===== src/rtl/upm_pkg.sv =====
`default_nettype none

package upm_pkg;

    localparam int CHAN_W    = 8;
    localparam int DIV_STEPS = CHAN_W;

    localparam logic [CHAN_W-1:0] CHAN_MAX = 8'hFF;
    localparam logic [CHAN_W-1:0] CHAN_MIN = 8'h00;

    // source_format codes
    localparam logic FMT_BGRA = 1'b0;
    localparam logic FMT_GRAY = 1'b1;

    typedef struct packed {
        logic [CHAN_W-1:0] blue_in;
        logic [CHAN_W-1:0] green_in;
        logic [CHAN_W-1:0] red_in;
        logic [CHAN_W-1:0] alpha_in;
        logic [CHAN_W-1:0] gray_in;
    } pix_in_t;

    typedef struct packed {
        logic [CHAN_W-1:0] red_out;
        logic [CHAN_W-1:0] green_out;
        logic [CHAN_W-1:0] blue_out;
        logic [CHAN_W-1:0] alpha_out;
    } pix_out_t;

    // per-word side information that travels beside the lanes
    typedef struct packed {
        logic              valid;
        logic              gray_mode;
        logic              bypass;
        logic [CHAN_W-1:0] alpha;
        logic [CHAN_W-1:0] gray;
    } meta_t;

endpackage

`default_nettype wire


===== src/rtl/upm_lane.sv =====
`default_nettype none

// One color channel: floor(c*255/a) saturated at 255, by a restoring
// divider with one quotient bit per pipeline stage.
module upm_lane
    import upm_pkg::*;
(
    input  wire logic              clk,
    input  wire logic              rst_n,
    input  wire logic              valid_in,
    input  wire logic              bypass_in,
    input  wire logic [CHAN_W-1:0] chan_in,
    input  wire logic [CHAN_W-1:0] alpha_in,
    output logic      [CHAN_W-1:0] chan_out
);

    localparam int LAST = DIV_STEPS - 1;

    logic              vld_reg  [DIV_STEPS];
    logic              sat_reg  [DIV_STEPS];
    logic              byp_reg  [DIV_STEPS];
    logic [CHAN_W-1:0] rem_reg  [DIV_STEPS];
    logic [CHAN_W-1:0] low_reg  [DIV_STEPS];
    logic [CHAN_W-1:0] quo_reg  [DIV_STEPS];
    logic [CHAN_W-1:0] div_reg  [DIV_STEPS];
    logic [CHAN_W-1:0] chan_reg [DIV_STEPS];

    logic              vld_src  [DIV_STEPS];
    logic              sat_src  [DIV_STEPS];
    logic              byp_src  [DIV_STEPS];
    logic [CHAN_W-1:0] rem_src  [DIV_STEPS];
    logic [CHAN_W-1:0] low_src  [DIV_STEPS];
    logic [CHAN_W-1:0] quo_src  [DIV_STEPS];
    logic [CHAN_W-1:0] div_src  [DIV_STEPS];
    logic [CHAN_W-1:0] chan_src [DIV_STEPS];

    logic [CHAN_W-1:0] rem_next [DIV_STEPS];
    logic [CHAN_W-1:0] low_next [DIV_STEPS];
    logic [CHAN_W-1:0] quo_next [DIV_STEPS];

    logic [2*CHAN_W-1:0] prod;

    // c*255 = (c << 8) - c; the top byte starts the remainder, which is
    // below a whenever c < a
    assign prod = {chan_in, CHAN_MIN} - {CHAN_MIN, chan_in};

    always_comb
    begin
        for (int s = 0; s < DIV_STEPS; s++)
        begin
            if (s == 0)
            begin
                vld_src[s]  = valid_in;
                sat_src[s]  = (chan_in >= alpha_in);
                byp_src[s]  = bypass_in;
                rem_src[s]  = prod[2*CHAN_W-1:CHAN_W];
                low_src[s]  = prod[CHAN_W-1:0];
                quo_src[s]  = CHAN_MIN;
                div_src[s]  = alpha_in;
                chan_src[s] = chan_in;
            end
            else
            begin
                vld_src[s]  = vld_reg[s-1];
                sat_src[s]  = sat_reg[s-1];
                byp_src[s]  = byp_reg[s-1];
                rem_src[s]  = rem_reg[s-1];
                low_src[s]  = low_reg[s-1];
                quo_src[s]  = quo_reg[s-1];
                div_src[s]  = div_reg[s-1];
                chan_src[s] = chan_reg[s-1];
            end
        end
    end

    always_comb
    begin
        for (int s = 0; s < DIV_STEPS; s++)
        begin
            logic [CHAN_W:0] trial;
            logic            fits;
            trial = {rem_src[s], low_src[s][CHAN_W-1]};
            fits  = (trial >= {1'b0, div_src[s]});
            if (fits)
                trial = trial - {1'b0, div_src[s]};
            rem_next[s] = trial[CHAN_W-1:0];
            low_next[s] = {low_src[s][CHAN_W-2:0], 1'b0};
            quo_next[s] = {quo_src[s][CHAN_W-2:0], fits};
        end
    end

    always_ff @(posedge clk or negedge rst_n)
    begin
        if (!rst_n)
        begin
            for (int s = 0; s < DIV_STEPS; s++)
                vld_reg[s] <= 1'b0;
        end
        else
        begin
            for (int s = 0; s < DIV_STEPS; s++)
                vld_reg[s] <= vld_src[s];
        end
    end

    always_ff @(posedge clk)
    begin
        for (int s = 0; s < DIV_STEPS; s++)
        begin
            sat_reg[s]  <= sat_src[s];
            byp_reg[s]  <= byp_src[s];
            rem_reg[s]  <= rem_next[s];
            low_reg[s]  <= low_next[s];
            quo_reg[s]  <= quo_next[s];
            div_reg[s]  <= div_src[s];
            chan_reg[s] <= chan_src[s];
        end
    end

    always_comb
    begin
        if (byp_reg[LAST])
            chan_out = chan_reg[LAST];
        else if (sat_reg[LAST])
            chan_out = CHAN_MAX;
        else
            chan_out = quo_reg[LAST];
    end

    a_rem_below_div: assert property (@(posedge clk) disable iff (!rst_n)
        vld_reg[LAST] && !sat_reg[LAST] |-> rem_reg[LAST] < div_reg[LAST])
        else $error("lane remainder not below divisor");

    a_quo_unsat: assert property (@(posedge clk) disable iff (!rst_n)
        vld_reg[LAST] && !sat_reg[LAST] |-> quo_reg[LAST] != CHAN_MAX)
        else $error("lane quotient reached max without saturation");

endmodule

`default_nettype wire


===== src/rtl/upm_merge.sv =====
`default_nettype none

// Reorders lane results to RGBA, applies gray mode, registers the word.
module upm_merge
    import upm_pkg::*;
(
    input  wire logic              clk,
    input  wire logic              rst_n,
    input  wire meta_t             meta,
    input  wire logic [CHAN_W-1:0] red_lane,
    input  wire logic [CHAN_W-1:0] green_lane,
    input  wire logic [CHAN_W-1:0] blue_lane,
    output logic                   done,
    output pix_out_t               result
);

    logic     done_reg;
    pix_out_t result_reg;
    pix_out_t result_next;

    always_comb
    begin
        if (meta.gray_mode == FMT_GRAY)
        begin
            result_next.red_out   = CHAN_MAX;
            result_next.green_out = CHAN_MAX;
            result_next.blue_out  = CHAN_MAX;
            result_next.alpha_out = meta.gray;
        end
        else
        begin
            result_next.red_out   = red_lane;
            result_next.green_out = green_lane;
            result_next.blue_out  = blue_lane;
            result_next.alpha_out = meta.alpha;
        end
    end

    always_ff @(posedge clk or negedge rst_n)
    begin
        if (!rst_n)
            done_reg <= 1'b0;
        else
            done_reg <= meta.valid;
    end

    always_ff @(posedge clk)
    begin
        result_reg <= result_next;
    end

    assign done   = done_reg;
    assign result = result_reg;

    a_gray_white: assert property (@(posedge clk) disable iff (!rst_n)
        meta.valid && meta.gray_mode == FMT_GRAY |=>
            done && result.red_out == CHAN_MAX && result.green_out == CHAN_MAX
            && result.blue_out == CHAN_MAX)
        else $error("gray word not white");

endmodule

`default_nettype wire


===== src/rtl/unpremultiply_bgra_to_rgba.sv =====
`default_nettype none

// Alpha unpremultiply, BGRA or gray coverage in, straight RGBA out.
//
// Input: a word on pixel is taken at a rising edge with start high and
// busy low. busy stays low, so a word can be taken every clock.
// Output: each result sits on result for one cycle with done high; the
// receiver cannot stall, and nothing is held back.
// Path: a word passes the input register, 8 divider stages and the
// output register before its result is shown on result.
// Throughput: one word per clock; the three color lanes each run a
// restoring divider pipelined at one quotient bit per stage.
// Configuration: cfg_data (source_format) is written when cfg_valid is
// high; cfg_ready is always high. Write it only with no words in flight.
// Reset: clears the pipeline valids and sets source_format to BGRA.
module unpremultiply_bgra_to_rgba
    import upm_pkg::*;
(
    input  wire logic     clk,
    input  wire logic     rst_n,
    input  wire logic     start,
    output logic          busy,
    input  wire pix_in_t  pixel,
    output logic          done,
    output pix_out_t      result,
    input  wire logic     cfg_valid,
    output logic          cfg_ready,
    input  wire logic     cfg_data
);

    logic    format_reg;
    pix_in_t pix_reg;
    meta_t   meta_reg [DIV_STEPS+1];
    meta_t   meta_next;
    logic    accept;

    logic [CHAN_W-1:0] red_lane;
    logic [CHAN_W-1:0] green_lane;
    logic [CHAN_W-1:0] blue_lane;

    assign busy      = 1'b0;
    assign cfg_ready = 1'b1;
    assign accept    = start && !busy;

    always_ff @(posedge clk or negedge rst_n)
    begin
        if (!rst_n)
            format_reg <= FMT_BGRA;
        else if (cfg_valid && cfg_ready)
            format_reg <= cfg_data;
    end

    always_comb
    begin
        meta_next.valid     = accept;
        meta_next.gray_mode = format_reg;
        meta_next.bypass    = (pixel.alpha_in == CHAN_MIN) || (pixel.alpha_in == CHAN_MAX);
        meta_next.alpha     = pixel.alpha_in;
        meta_next.gray      = pixel.gray_in;
    end

    // side line aligned with the lane pipelines
    always_ff @(posedge clk or negedge rst_n)
    begin
        if (!rst_n)
        begin
            for (int s = 0; s <= DIV_STEPS; s++)
                meta_reg[s] <= '0;
        end
        else
        begin
            meta_reg[0] <= meta_next;
            for (int s = 1; s <= DIV_STEPS; s++)
                meta_reg[s] <= meta_reg[s-1];
        end
    end

    always_ff @(posedge clk)
    begin
        pix_reg <= pixel;
    end

    upm_lane u_lane_red (
        .clk       (clk),
        .rst_n     (rst_n),
        .valid_in  (meta_reg[0].valid),
        .bypass_in (meta_reg[0].bypass),
        .chan_in   (pix_reg.red_in),
        .alpha_in  (pix_reg.alpha_in),
        .chan_out  (red_lane)
    );

    upm_lane u_lane_green (
        .clk       (clk),
        .rst_n     (rst_n),
        .valid_in  (meta_reg[0].valid),
        .bypass_in (meta_reg[0].bypass),
        .chan_in   (pix_reg.green_in),
        .alpha_in  (pix_reg.alpha_in),
        .chan_out  (green_lane)
    );

    upm_lane u_lane_blue (
        .clk       (clk),
        .rst_n     (rst_n),
        .valid_in  (meta_reg[0].valid),
        .bypass_in (meta_reg[0].bypass),
        .chan_in   (pix_reg.blue_in),
        .alpha_in  (pix_reg.alpha_in),
        .chan_out  (blue_lane)
    );

    upm_merge u_merge (
        .clk        (clk),
        .rst_n      (rst_n),
        .meta       (meta_reg[DIV_STEPS]),
        .red_lane   (red_lane),
        .green_lane (green_lane),
        .blue_lane  (blue_lane),
        .done       (done),
        .result     (result)
    );

    a_done_from_accept: assert property (@(posedge clk) disable iff (!rst_n)
        done |-> $past(accept, DIV_STEPS + 2))
        else $error("result word without matching accepted word");

endmodule

`default_nettype wire


===== config.mk =====
export PLATFORM = sky130hd
export DESIGN_NAME = unpremultiply_bgra_to_rgba
export DESIGN_NICKNAME = d
export VERILOG_FILES = /design/src/rtl/upm_pkg.sv /design/src/rtl/upm_lane.sv /design/src/rtl/upm_merge.sv /design/src/rtl/unpremultiply_bgra_to_rgba.sv
export SDC_FILE = /design/constraint.sdc
export NUM_CORES = 1
export LEC_CHECK = 0
export BUFFER_PORTS_ARGS = -buffer_cell sky130_fd_sc_hd__buf_2
export CORE_MARGIN = 2
export CORE_UTILIZATION = 40
export DETAILED_ROUTE_END_ITERATION = 6
export SLEW_MARGIN = 40
export SYNTH_ARGS = -nofsm -noshare
export SYNTH_HDL_FRONTEND = slang
export SYNTH_HIERARCHICAL = 1
export SYNTH_SLANG_ARGS = --single-unit

===== constraint.sdc =====
create_clock -name clk -period 8.15 [get_ports clk]
set_input_delay 0.815 -clock clk [delete_from_list [all_inputs] [get_ports clk]]
set_output_delay 0.815 -clock clk [all_outputs]
set_load 0.05 [all_outputs]

## Word-level counts from Yosys, hierarchy flattened

Memory sizes are Yosys's and may differ from the RTL's.
Cells that the tools add are included.

| word-level totals | value |
|---|---|
| logic and storage cells | 156 |
| flip-flop bits (word level) | 229 |
| memories | 21 |
| output and inout port bits | 35 |
| bits in writable memories | 984 |

Memory list:

| memory | words | bits a word | read ports | clocked after Yosys merged registers in | wr ports | RTL line | source |
|---|---|---|---|---|---|---|---|
| u_lane_blue.chan_reg | 8 | 8 | 8 | 0 | 8 | upm_lane.sv:26 | `logic [CHAN_W-1:0] chan_reg [DIV_STEPS];` |
| u_lane_blue.div_reg | 8 | 8 | 7 | 0 | 8 | upm_lane.sv:25 | `logic [CHAN_W-1:0] div_reg [DIV_STEPS];` |
| u_lane_blue.quo_reg | 8 | 8 | 8 | 0 | 8 | upm_lane.sv:24 | `logic [CHAN_W-1:0] quo_reg [DIV_STEPS];` |
| u_lane_blue.rem_reg | 8 | 8 | 7 | 0 | 8 | upm_lane.sv:22 | `logic [CHAN_W-1:0] rem_reg [DIV_STEPS];` |
| u_lane_green.chan_reg | 8 | 8 | 8 | 0 | 8 | upm_lane.sv:26 |  |
| u_lane_green.div_reg | 8 | 8 | 7 | 0 | 8 | upm_lane.sv:25 |  |
| +15 memories | - | - | - | - | - | - |  |

| operators by class | value |
|---|---|
| reduce and logical (&&, ||, !) cells | 2 |
| equality and inequality tests | 1 |
| add/subtract/negate cells | 27 |
| muxes and demuxes | 31 |
| $lt $le $gt $ge | 27 |

Operators by type and width:

| kind | number |
|---|---|
| two-way mux 8 bit | 31 |
| greater-or-equal comparator 9 x 8 -> 1 bit | 24 |
| subtractor 8 bit | 24 |
| subtractor 16 x 8 -> 16 bit | 3 |
| greater-or-equal comparator 8 bit | 3 |
| == test 8 bit, second input constant | 1 |
| logical NOT 8 bit | 1 |
| logical OR 1 bit | 1 |

## Logic depth before layout (Yosys ltp)

Gate-level depths: netlist of run 1.

| depth | value |
|---|---|
| depth after elaboration | 3 |
| gate-level depth with buffers | 12 |
| gate-level depth less buffers | 11 |

## Cells and area by module

The synthesis of run 1 kept the hierarchy.

By module, submodules not included:

| module | times used | cells an instance | sequential area each (sq um) | area an instance (sq um) |
|---|---|---|---|---|
| upm_lane (u_lane_green) | 1 | 842 | 4,984.8 | 9,237.6 |
| upm_lane (u_lane_blue) | 1 | 832 | 4,984.8 | 9,178.8 |
| upm_lane (u_lane_red) | 1 | 805 | 4,984.8 | 9,120.0 |
| unpremultiply_bgra_to_rgba | 1 | 215 | 4,944.7 | 5,016.1 |
| upm_merge | 1 | 68 | 665.6 | 949.7 |

## Least setup slack after synthesis of run 1

No wires, ideal clock.

| timing path | value |
|---|---|
| path kind | register to register |
| from | reg pix_reg[28] (netlist bit) |
| to | mem u_lane_green.rem_reg[0][1] |
| data arrival time | 2.855 ns |
| slack | 5.172 ns |
| buffers on the path | 1 |
| required time | 8.027 ns |
| cell stages (with the launch flop) | 12 |
| path through | dfxtp_1 -> buf_2 -> or3_1 -> nor4_2 -> or3_2 -> o21ai_1 -> ha_1 -> a21oi_1 -> a21oi_1 -> o31ai_1 -> nand2_4 -> mux2_1 |

RTL lines:

| element | RTL line | source |
|---|---|---|
| start: declaration | unpremultiply_bgra_to_rgba.sv:32 | `pix_in_t pix_reg;` |
| start signal: assignment | unpremultiply_bgra_to_rgba.sv:80 | `pix_reg <= pixel;` |
| end: declaration | upm_lane.sv:22 |  |

==> reports/metrics.csv, run 1 <==
metric,value,unit
status,"complete, no violations",
root_buffer,clkbuf_16,
io_buffers,77,
period_minus_slack,3380,ps
vias_per_cell,4.74,
ff_latch_area,20400,µm²
clock_skew,29.1,ps
cts_resized,0,
worstMarginPinSlew,816,ps
grt_pass1_vias,19300,
fp.dieW,293,µm
hold_violations,0,
finalSetupViolations,0,
leakagePower,17.1,nW
syn_inst,2754,
largest_reg_flops,163,
synth_area,33300,µm²
drtAntennaViolNets,0,
grt_pass1_wl,96500,µm
drtIter0Drc,842,
worstReg2RegStart,pix_reg[36],
post_cts_buffers,0,
worstPathMaxFanout,9,
yosys_warnings,6,
gr-total-overflow,0,
min_period_over_period,41.5,%
holdCritPathClass,primary input to asynchronous set/reset pin,
wl_per_cell,14.4,µm
fmax,0.296,GHz
insertion_delay,650,ps
cp_cell_sequence,"or3_1, nor4_2, nand2_1, xnor2_1, ha_1, nand3b_1, a21oi_1, o31ai_1, nand2_4, mux2_1",
drc,0,
detailroute.via_count,19200,
synthToLayoutAreaGrowth,15.4,%
maxSlewHeadroom,45.5,%
rows,105,
maxCapViolCount,0,
htree_levels,3,
numCtsBuffers,93,
initial_core_util,40.5,%
totalWireLength,58400,µm
cts_max_path_buffers,3,
avgSynthCellArea,12.1,µm²
slowest_stage,or3_1,
die_area,85600,µm²
nFillCells,7298,
finalMaxSlewViolations,0,
dp_hpwl,41900,µm
required,8670,ps
track_usage,13.7,%
arrival,3900,ps
cts_sinks,976,
synthesis.nets,3042,
ctsHoldBuffers,0,
power_density,378,nW/µm²
cts.clk_slew.worst_paths,60,ps
drtPass1Iterations,5,
coreArea,82200,µm²
multi_input_area,11900,µm²
reg2reg_slack,4770,ps
cp-start-kind,flip-flop,
end_kind,flip-flop,
finalSetupTns,0,ps
io-pin-count,80,
finalNetCount,3193,
die_y,293,µm
drive_gt1_share,14.5,%
r2r_end,u_lane_blue/rem_reg[0][1],
antenna_found_initial,4,
grt_max_degree,87,
placed_area,34900,µm²
routabilityCongestion,0.831,
fin_util,46.7,%
reg2regPathDepth,10,
rsz0062_at_grt,false,
slowest_delay,470,ps
crit_type,flip-flop to flip-flop,
final_area,38400,µm²
max-vdd-ir-drop,0.179,mV
cts_tree,done,
-- layout make-up --
| class | count | share of cell area [%] |
|---|---|---|
| inverter | 255 | 2.49 |
| sequential | 976 | 53.0 |
| clock buffer | 116 | 6.81 |
| multi-input combinational | 1500 | 30.9 |
| timing repair buffer | 79 | 1.07 |
| clock inverter | 58 | 2.24 |
| antenna | 2 | 0.0130 |
| tap | 1070 | 3.48 |
-- report_power, final --
part           internal (mW)  switching, mW  total [mW]
sequential              5.61          0.351        5.96
combinational           1.86           2.02        3.88
clock                   2.82           1.85        4.68
-- worst max-delay path, delay by kind of cell, from the launching register on --
family | cells | cell delay, ps
xor+xnor | 1 | 330
fa+ha+maj | 1 | 320
compound gates | 2 | 540
simple gates | 5 | 1290
mux | 1 | 350
flops | 1 | 400
-- worst max-delay path by stage --
| stage | start | endpoint | slack, ps | cells after the start |
|---|---|---|---|---|
| 2_1_floorplan | pix_reg[28] | u_lane_green/rem_reg[0][1] | 5170 | 11 |
| 3_3_place_gp | pix_reg[29] | u_lane_green/rem_reg[0][4] | 4850 | 10 |
| 3_5_place_dp | pix_reg[28] | u_lane_green/rem_reg[0][4] | 4810 | 10 |
| 4_1_cts | pix_reg[29] | u_lane_green/rem_reg[0][4] | 4740 | 10 |
| 5_1_grt | pix_reg[28] | u_lane_green/rem_reg[0][4] | 4500 | 10 |
| 6_report | pix_reg[36] | u_lane_blue/rem_reg[0][1] | 4770 | 10 |
-- metrics by stage --
| stage | instances | power [mW] | setup slack, ps | hold slack, ps |
|---|---|---|---|---|
| 6_report | 4056 | 14.5 | 4770 | 212 |
| 3_3_place_gp | 3880 | 9.79 | 4850 | 310 |
| 5_1_grt | 4054 | 15.4 | 4500 | 215 |
| 3_5_place_dp | 3880 | 9.92 | 4810 | 312 |
| 4_1_cts | 4054 | 14.7 | 4740 | 202 |
| 2_1_floorplan | 2754 | 9.03 | 5170 | 310 |
-- metal layers --
layer | wire length, µm | up-vias | GRT usage (%)
met3 | 2160 | 107 | 2.47
met4 | 1620 | 0 | 4.84
met5 | 0 | - | 0
li1 | - | 9769 | -
met1 | 28500 | 9043 | 18.5
met2 | 26100 | 303 | 22.1
-- cells in the final DEF (no fill, tap or decap), types with 13 or more instances in the layout --
master and n:
o211ai_1 14, dfxtp_1 811, fa_1 21, inv_1 255, xnor2_1 57, nand2_1 106
or2_2 26, mux2i_1 59, nand3_1 49, mux2_2 105, a21oi_1 90, clkbuf_16 95
o21ai_0 115, clkbuf_8 17, or3_1 13, o31ai_1 25, nor2_1 143, a211oi_1 17
buf_2 76, ha_1 222, o21a_1 40, dfrtp_1 165, nor2b_1 71, a21o_1 50
nand2b_1 22, clkinv_2 16, a211o_1 13, bufinv_16 16, o31a_1 28
Note: power is estimated with default switching activity, not from simulation.
==> inputs of run 2 (changes only) <==
- clock period: 8.15 -> 3.5 ns (I/O delays scaled with it)
==> run 2 against run 1 <==
  * Design area up 1.2%
  * Count of clock-buffer cells in the layout grew 5
  * Global-route usage increased by 0.23 points
  * Sequential cell count unchanged
  * Non-clock buffer count increased by 54
  * Clock power grew 130%
  * Combinational power up 130%
  * First-iteration DRC count up 16%
  * Hold slack better by 40 ps
  * Sequential share of layout area shrank 0.63 points
  * Clock skew is essentially flat
  * Critical path type unchanged
==> reports/metrics.csv, run 2 (synthesis results as in run 1) <==
metric,value,unit
coreArea,82200,µm²
finalSetupViolations,0,
gr-total-overflow,0,
wl_per_cell,14.3,µm
drive_gt1_share,14.6,%
initial_core_util,40.5,%
routabilityCongestion,0.804,
worstPathMaxFanout,8,
grt_max_degree,72,
hold_violations,0,
finalSetupTns,0,ps
numCtsBuffers,94,
maxSlewHeadroom,51.5,%
status,"complete, no violations",
die_area,85600,µm²
cts_sinks,976,
min_period_over_period,93.7,%
period_minus_slack,3280,ps
cts.clk_slew.worst_paths,60,ps
die_y,293,µm
htree_levels,3,
fmax,0.305,GHz
cts_max_path_buffers,3,
holdCritPathClass,primary input to asynchronous set/reset pin,
io_buffers,77,
grt_pass1_wl,98000,µm
max-vdd-ir-drop,0.533,mV
crit_type,flip-flop to flip-flop,
leakagePower,17.3,nW
drtPass1Iterations,7,
largest_reg_flops,163,
synthToLayoutAreaGrowth,16.8,%
rsz0062_at_grt,false,
cp-start-kind,flip-flop,
vias_per_cell,4.74,
instances_no_fill,4111,
cts_tree,done,
finalNetCount,3248,
fp.dieW,293,µm
drc,0,
antenna_found_initial,3,
layout_common_cells,"dfxtp_1, inv_1, ha_1",
track_usage,13.9,%
worstMarginPinSlew,727,ps
end_kind,flip-flop,
finalMaxSlewViolations,0,
dp.cells,3890,
arrival,3810,ps
root_buffer,clkbuf_16,
power_density,865,nW/µm²
io-pin-count,80,
drtIter0Drc,975,
detailroute.via_count,19500,
insertion_delay,650,ps
maxCapViolCount,0,
mostFrequentLayoutCell,dfxtp_1,
required,4030,ps
dp_hpwl,42300,µm
post_cts_buffers,0,
slowest_stage,or4_1,
drtAntennaViolNets,0,
slowest_delay,500,ps
cp_cell_sequence,"or3_1, nor4_2, a211oi_1, a21o_1, ha_1, nand4_1, nor2_1, nor3_4, or4_1, o211a_1",
totalWireLength,58800,µm
rows,105,
clock_skew,29.5,ps
grt_pass1_vias,19900,
[run 2: through the flow]
stage | setup WS (ps) | utilization (%) | hold slack [ps] | power [mW] | cell area [µm²]
floorplan | 522 | - | 54.4 | 21.0 | 33300
global placement | 249 | 42.6 | 309 | 22.8 | 35000
detailed placement | 253 | 42.6 | 312 | 23.1 | 35000
CTS | 208 | 47.3 | 249 | 34.0 | 38900
global route | 10.9 | 47.3 | 279 | 35.7 | 38900
finish | 221 | 47.3 | 252 | 33.6 | 38900
[run 2: final cells by class]
| class | instances | area [µm²] |
|---|---|---|
| Fill cell | 7336 | 43400 |
| Tap cell | 1070 | 1340 |
| Sequential cell | 976 | 20400 |
| Multi-Input combinational cell | 1500 | 11900 |
| Antenna cell | 1 | 2.50 |
| Timing Repair Buffer | 133 | 922 |
| Clock inverter | 55 | 747 |
| Clock buffer | 121 | 2680 |
| Inverter | 255 | 957 |
[run 2: where the power goes]
group / internal [mW] / switching [mW] / total, mW
combinational: 4.36 / 4.68 / 9.05
sequential: 13.1 / 0.817 / 13.9
clock: 6.38 / 4.30 / 10.7
[run 2: metal layers]
layer	up-vias	GRT usage, %	part of all wire (%)
met5	-	0	0
met4	0	4.82	2.6
met3	119	2.39	3.9
met2	344	22.3	45
met1	9138	19.1	49
li1	9872	-	-
[run 2: timing repair]
item / CTS / global route
endpoints found under the hold margin: 119 / 0
setup endpoints to repair: 0 / 6
hold buffers: 44 / 0
gates resized for setup: 0 / 1
[run 2: final timing paths]
kind                                                 start                           to  slack (ps)  depth (start not counted)
worst max register to register                 pix_reg[29]   u_lane_green/rem_reg[0][7]         220                         10
worst min register to register  u_lane_blue/chan_reg[0][8]  u_lane_blue/chan_reg[0][16]         310                          0
worst min-delay path                                 rst_n                 meta_reg[95]         250                          2
worst max-delay path                           pix_reg[29]   u_lane_green/rem_reg[0][7]         220                         10
min in group clk                u_lane_blue/chan_reg[0][8]  u_lane_blue/chan_reg[0][16]         310                          0
max in group asynchronous                            rst_n                 meta_reg[30]        2340                          3
[run 2: worst max-delay path, delay by kind of cell, from the launching register on]
kind                       cells  cell delay (ps)
AOI/OAI and AO/OA              3              590
DFF                            1              380
adders and majority gates      1              360
and+or+nand+nor                6             1830
==> inputs of run 3 (changes only) <==
- CORE_UTILIZATION: 40 -> 45
==> run 3 against run 2 <==
  * The run now ends with design-rule violations left
  * Sequential share of layout area is 0.31 points higher
  * Register-to-register slack better by 30 ps
  * Global-route usage is 1.6 points higher
  * Sequential power hardly changed
  * Power is 0.49% lower
  * Design area is 0.60% lower
  * Highest routed layer is now met5
==> reports/metrics.csv, run 3 (synthesis results as in run 1) <==
metric,value,unit
fmax,0.308,GHz
max-vdd-ir-drop,0.419,mV
hold_violations,0,
mostFrequentLayoutCell,dfxtp_1,
initial_core_util,45.6,%
worstPathMaxFanout,8,
crit_type,flip-flop to flip-flop,
drive_gt1_share,14.2,%
routabilityCongestion,0.850,
drtIter0Drc,790,
track_usage,15.5,%
grt_max_degree,99,
fin_util,52.9,%
cp_top_family,simple AND/OR/NAND/NOR gates,
antenna_found_initial,2,
holdCritPathClass,primary input to asynchronous set/reset pin,
violations,design-rule violations,
die_area,76200,µm²
power,33.5,mW
coreArea,73100,µm²
drtAntennaViolNets,0,
die_y,276,µm
root_buffer,clkbuf_16,
arrival,3760,ps
slowest_delay,440,ps
cp-start-kind,flip-flop,
slowest_stage,o31ai_1,
ff_latch_area,20400,µm²
status,finished with violations,
cp_cell_sequence,"or3_1, nor4_2, o21ai_0, ha_1, a211oi_1, nor2_1, o31ai_1, nand2_4, mux2_1",
wl_per_cell,14.7,µm
drc,14,
holdWs,300,ps
detailroute.via_count,19300,
synthToLayoutAreaGrowth,16.1,%
clock_skew,29.0,ps
leakagePower,17.3,nW
grt_pass1_wl,97800,µm
largest_reg_flops,163,
finalSetupViolations,0,
io_buffers,77,
rows,99,
worstMarginPinSlew,677,ps
drtPass1Iterations,7,
gr-total-overflow,0,
cts_tree,done,
cts_sinks,976,
nFillCells,6263,
vias_per_cell,4.84,
fp.dieW,276,µm
totalWireLength,58700,µm
finalMaxSlewViolations,0,
multi_input_area,11900,µm²
layout_common_cells,"dfxtp_1, inv_1, ha_1",
cts.clk_slew.worst_paths,60,ps
finalSetupTns,0,ps
period_minus_slack,3250,ps
dp_hpwl,42100,µm
insertion_delay,650,ps
io-pin-count,80,
maxCapViolCount,0,
grt_pass1_vias,19700,
required,4010,ps
finalNetCount,3242,
cts_max_path_buffers,3,
end_kind,flip-flop,
maxSlewHeadroom,54.9,%
numCtsBuffers,94,
post_cts_buffers,0,
worstPathBufferInverterCount,0,
rsz0062_at_grt,false,
min_period_over_period,92.8,%
htree_levels,3,
power_density,866,nW/µm²
## run 3: cell type report
type,count,share of cell area (%)
multi-input combinational,1500,30.7
antenna,1,0.00647
tap,959,3.10
clock inverter,53,1.98
clock buffer,124,6.69
inverter,255,2.48
timing repair buffer,127,2.31
sequential,976,52.7
## run 3: per-stage QoR
step | std cells | cell area [µm²] | setup WS (ps)
detailed placement | 3773 | 34800 | 194
finish | 3995 | 38600 | 253
CTS | 3994 | 38600 | 133
floorplan | 2754 | 33300 | 522
global placement | 3773 | 34800 | 232
global route | 3994 | 38600 | 20.9
## run 3: power breakdown
part	internal (mW)	switching (mW)
sequential	13.1	0.796
combinational	4.36	4.69
clock	6.31	4.22
## run 3: path summary, 6_finish.rpt
kind	slack, ps	to	cells after the start	from
max	250	u_lane_blue/rem_reg[0][2]	9	pix_reg[38]
min	300	meta_reg[170]	2	rst_n
max reg2reg	250	u_lane_blue/rem_reg[0][2]	9	pix_reg[38]
min reg2reg	300	u_lane_green/chan_reg[0][28]	0	u_lane_green/chan_reg[0][20]
max in group asynchronous	2410	meta_reg[23]	3	rst_n
min in group clk	300	u_lane_green/chan_reg[0][28]	0	u_lane_green/chan_reg[0][20]
## run 3: what timing repair did
| action | 4_1_cts | 5_1_grt |
|---|---|---|
| endpoints found under the hold margin | 148 | 0 |
| hold buffers | 44 | 0 |
| resized for setup | 0 | 3 |
| setup endpoints to repair | 0 | 16 |
## run 3: worst register-to-register path: cells and delay by family (launching register included)
kind	cells	cell delay, ps
AND/OR/NAND/NOR	4	1070
AO/OA/AOI/OAI	3	930
flip-flops	1	360
adder cells (fa/ha/maj)	1	410
multiplexers	1	340
## run 3: per-layer routing
layer	part of all wire (%)	wire length (µm)	GRT usage, %
met1	48	28200	20.6
met2	46	26900	25.5
met3	3.4	1980	2.95
met4	2.7	1560	5.27
met5	0.024	14	0
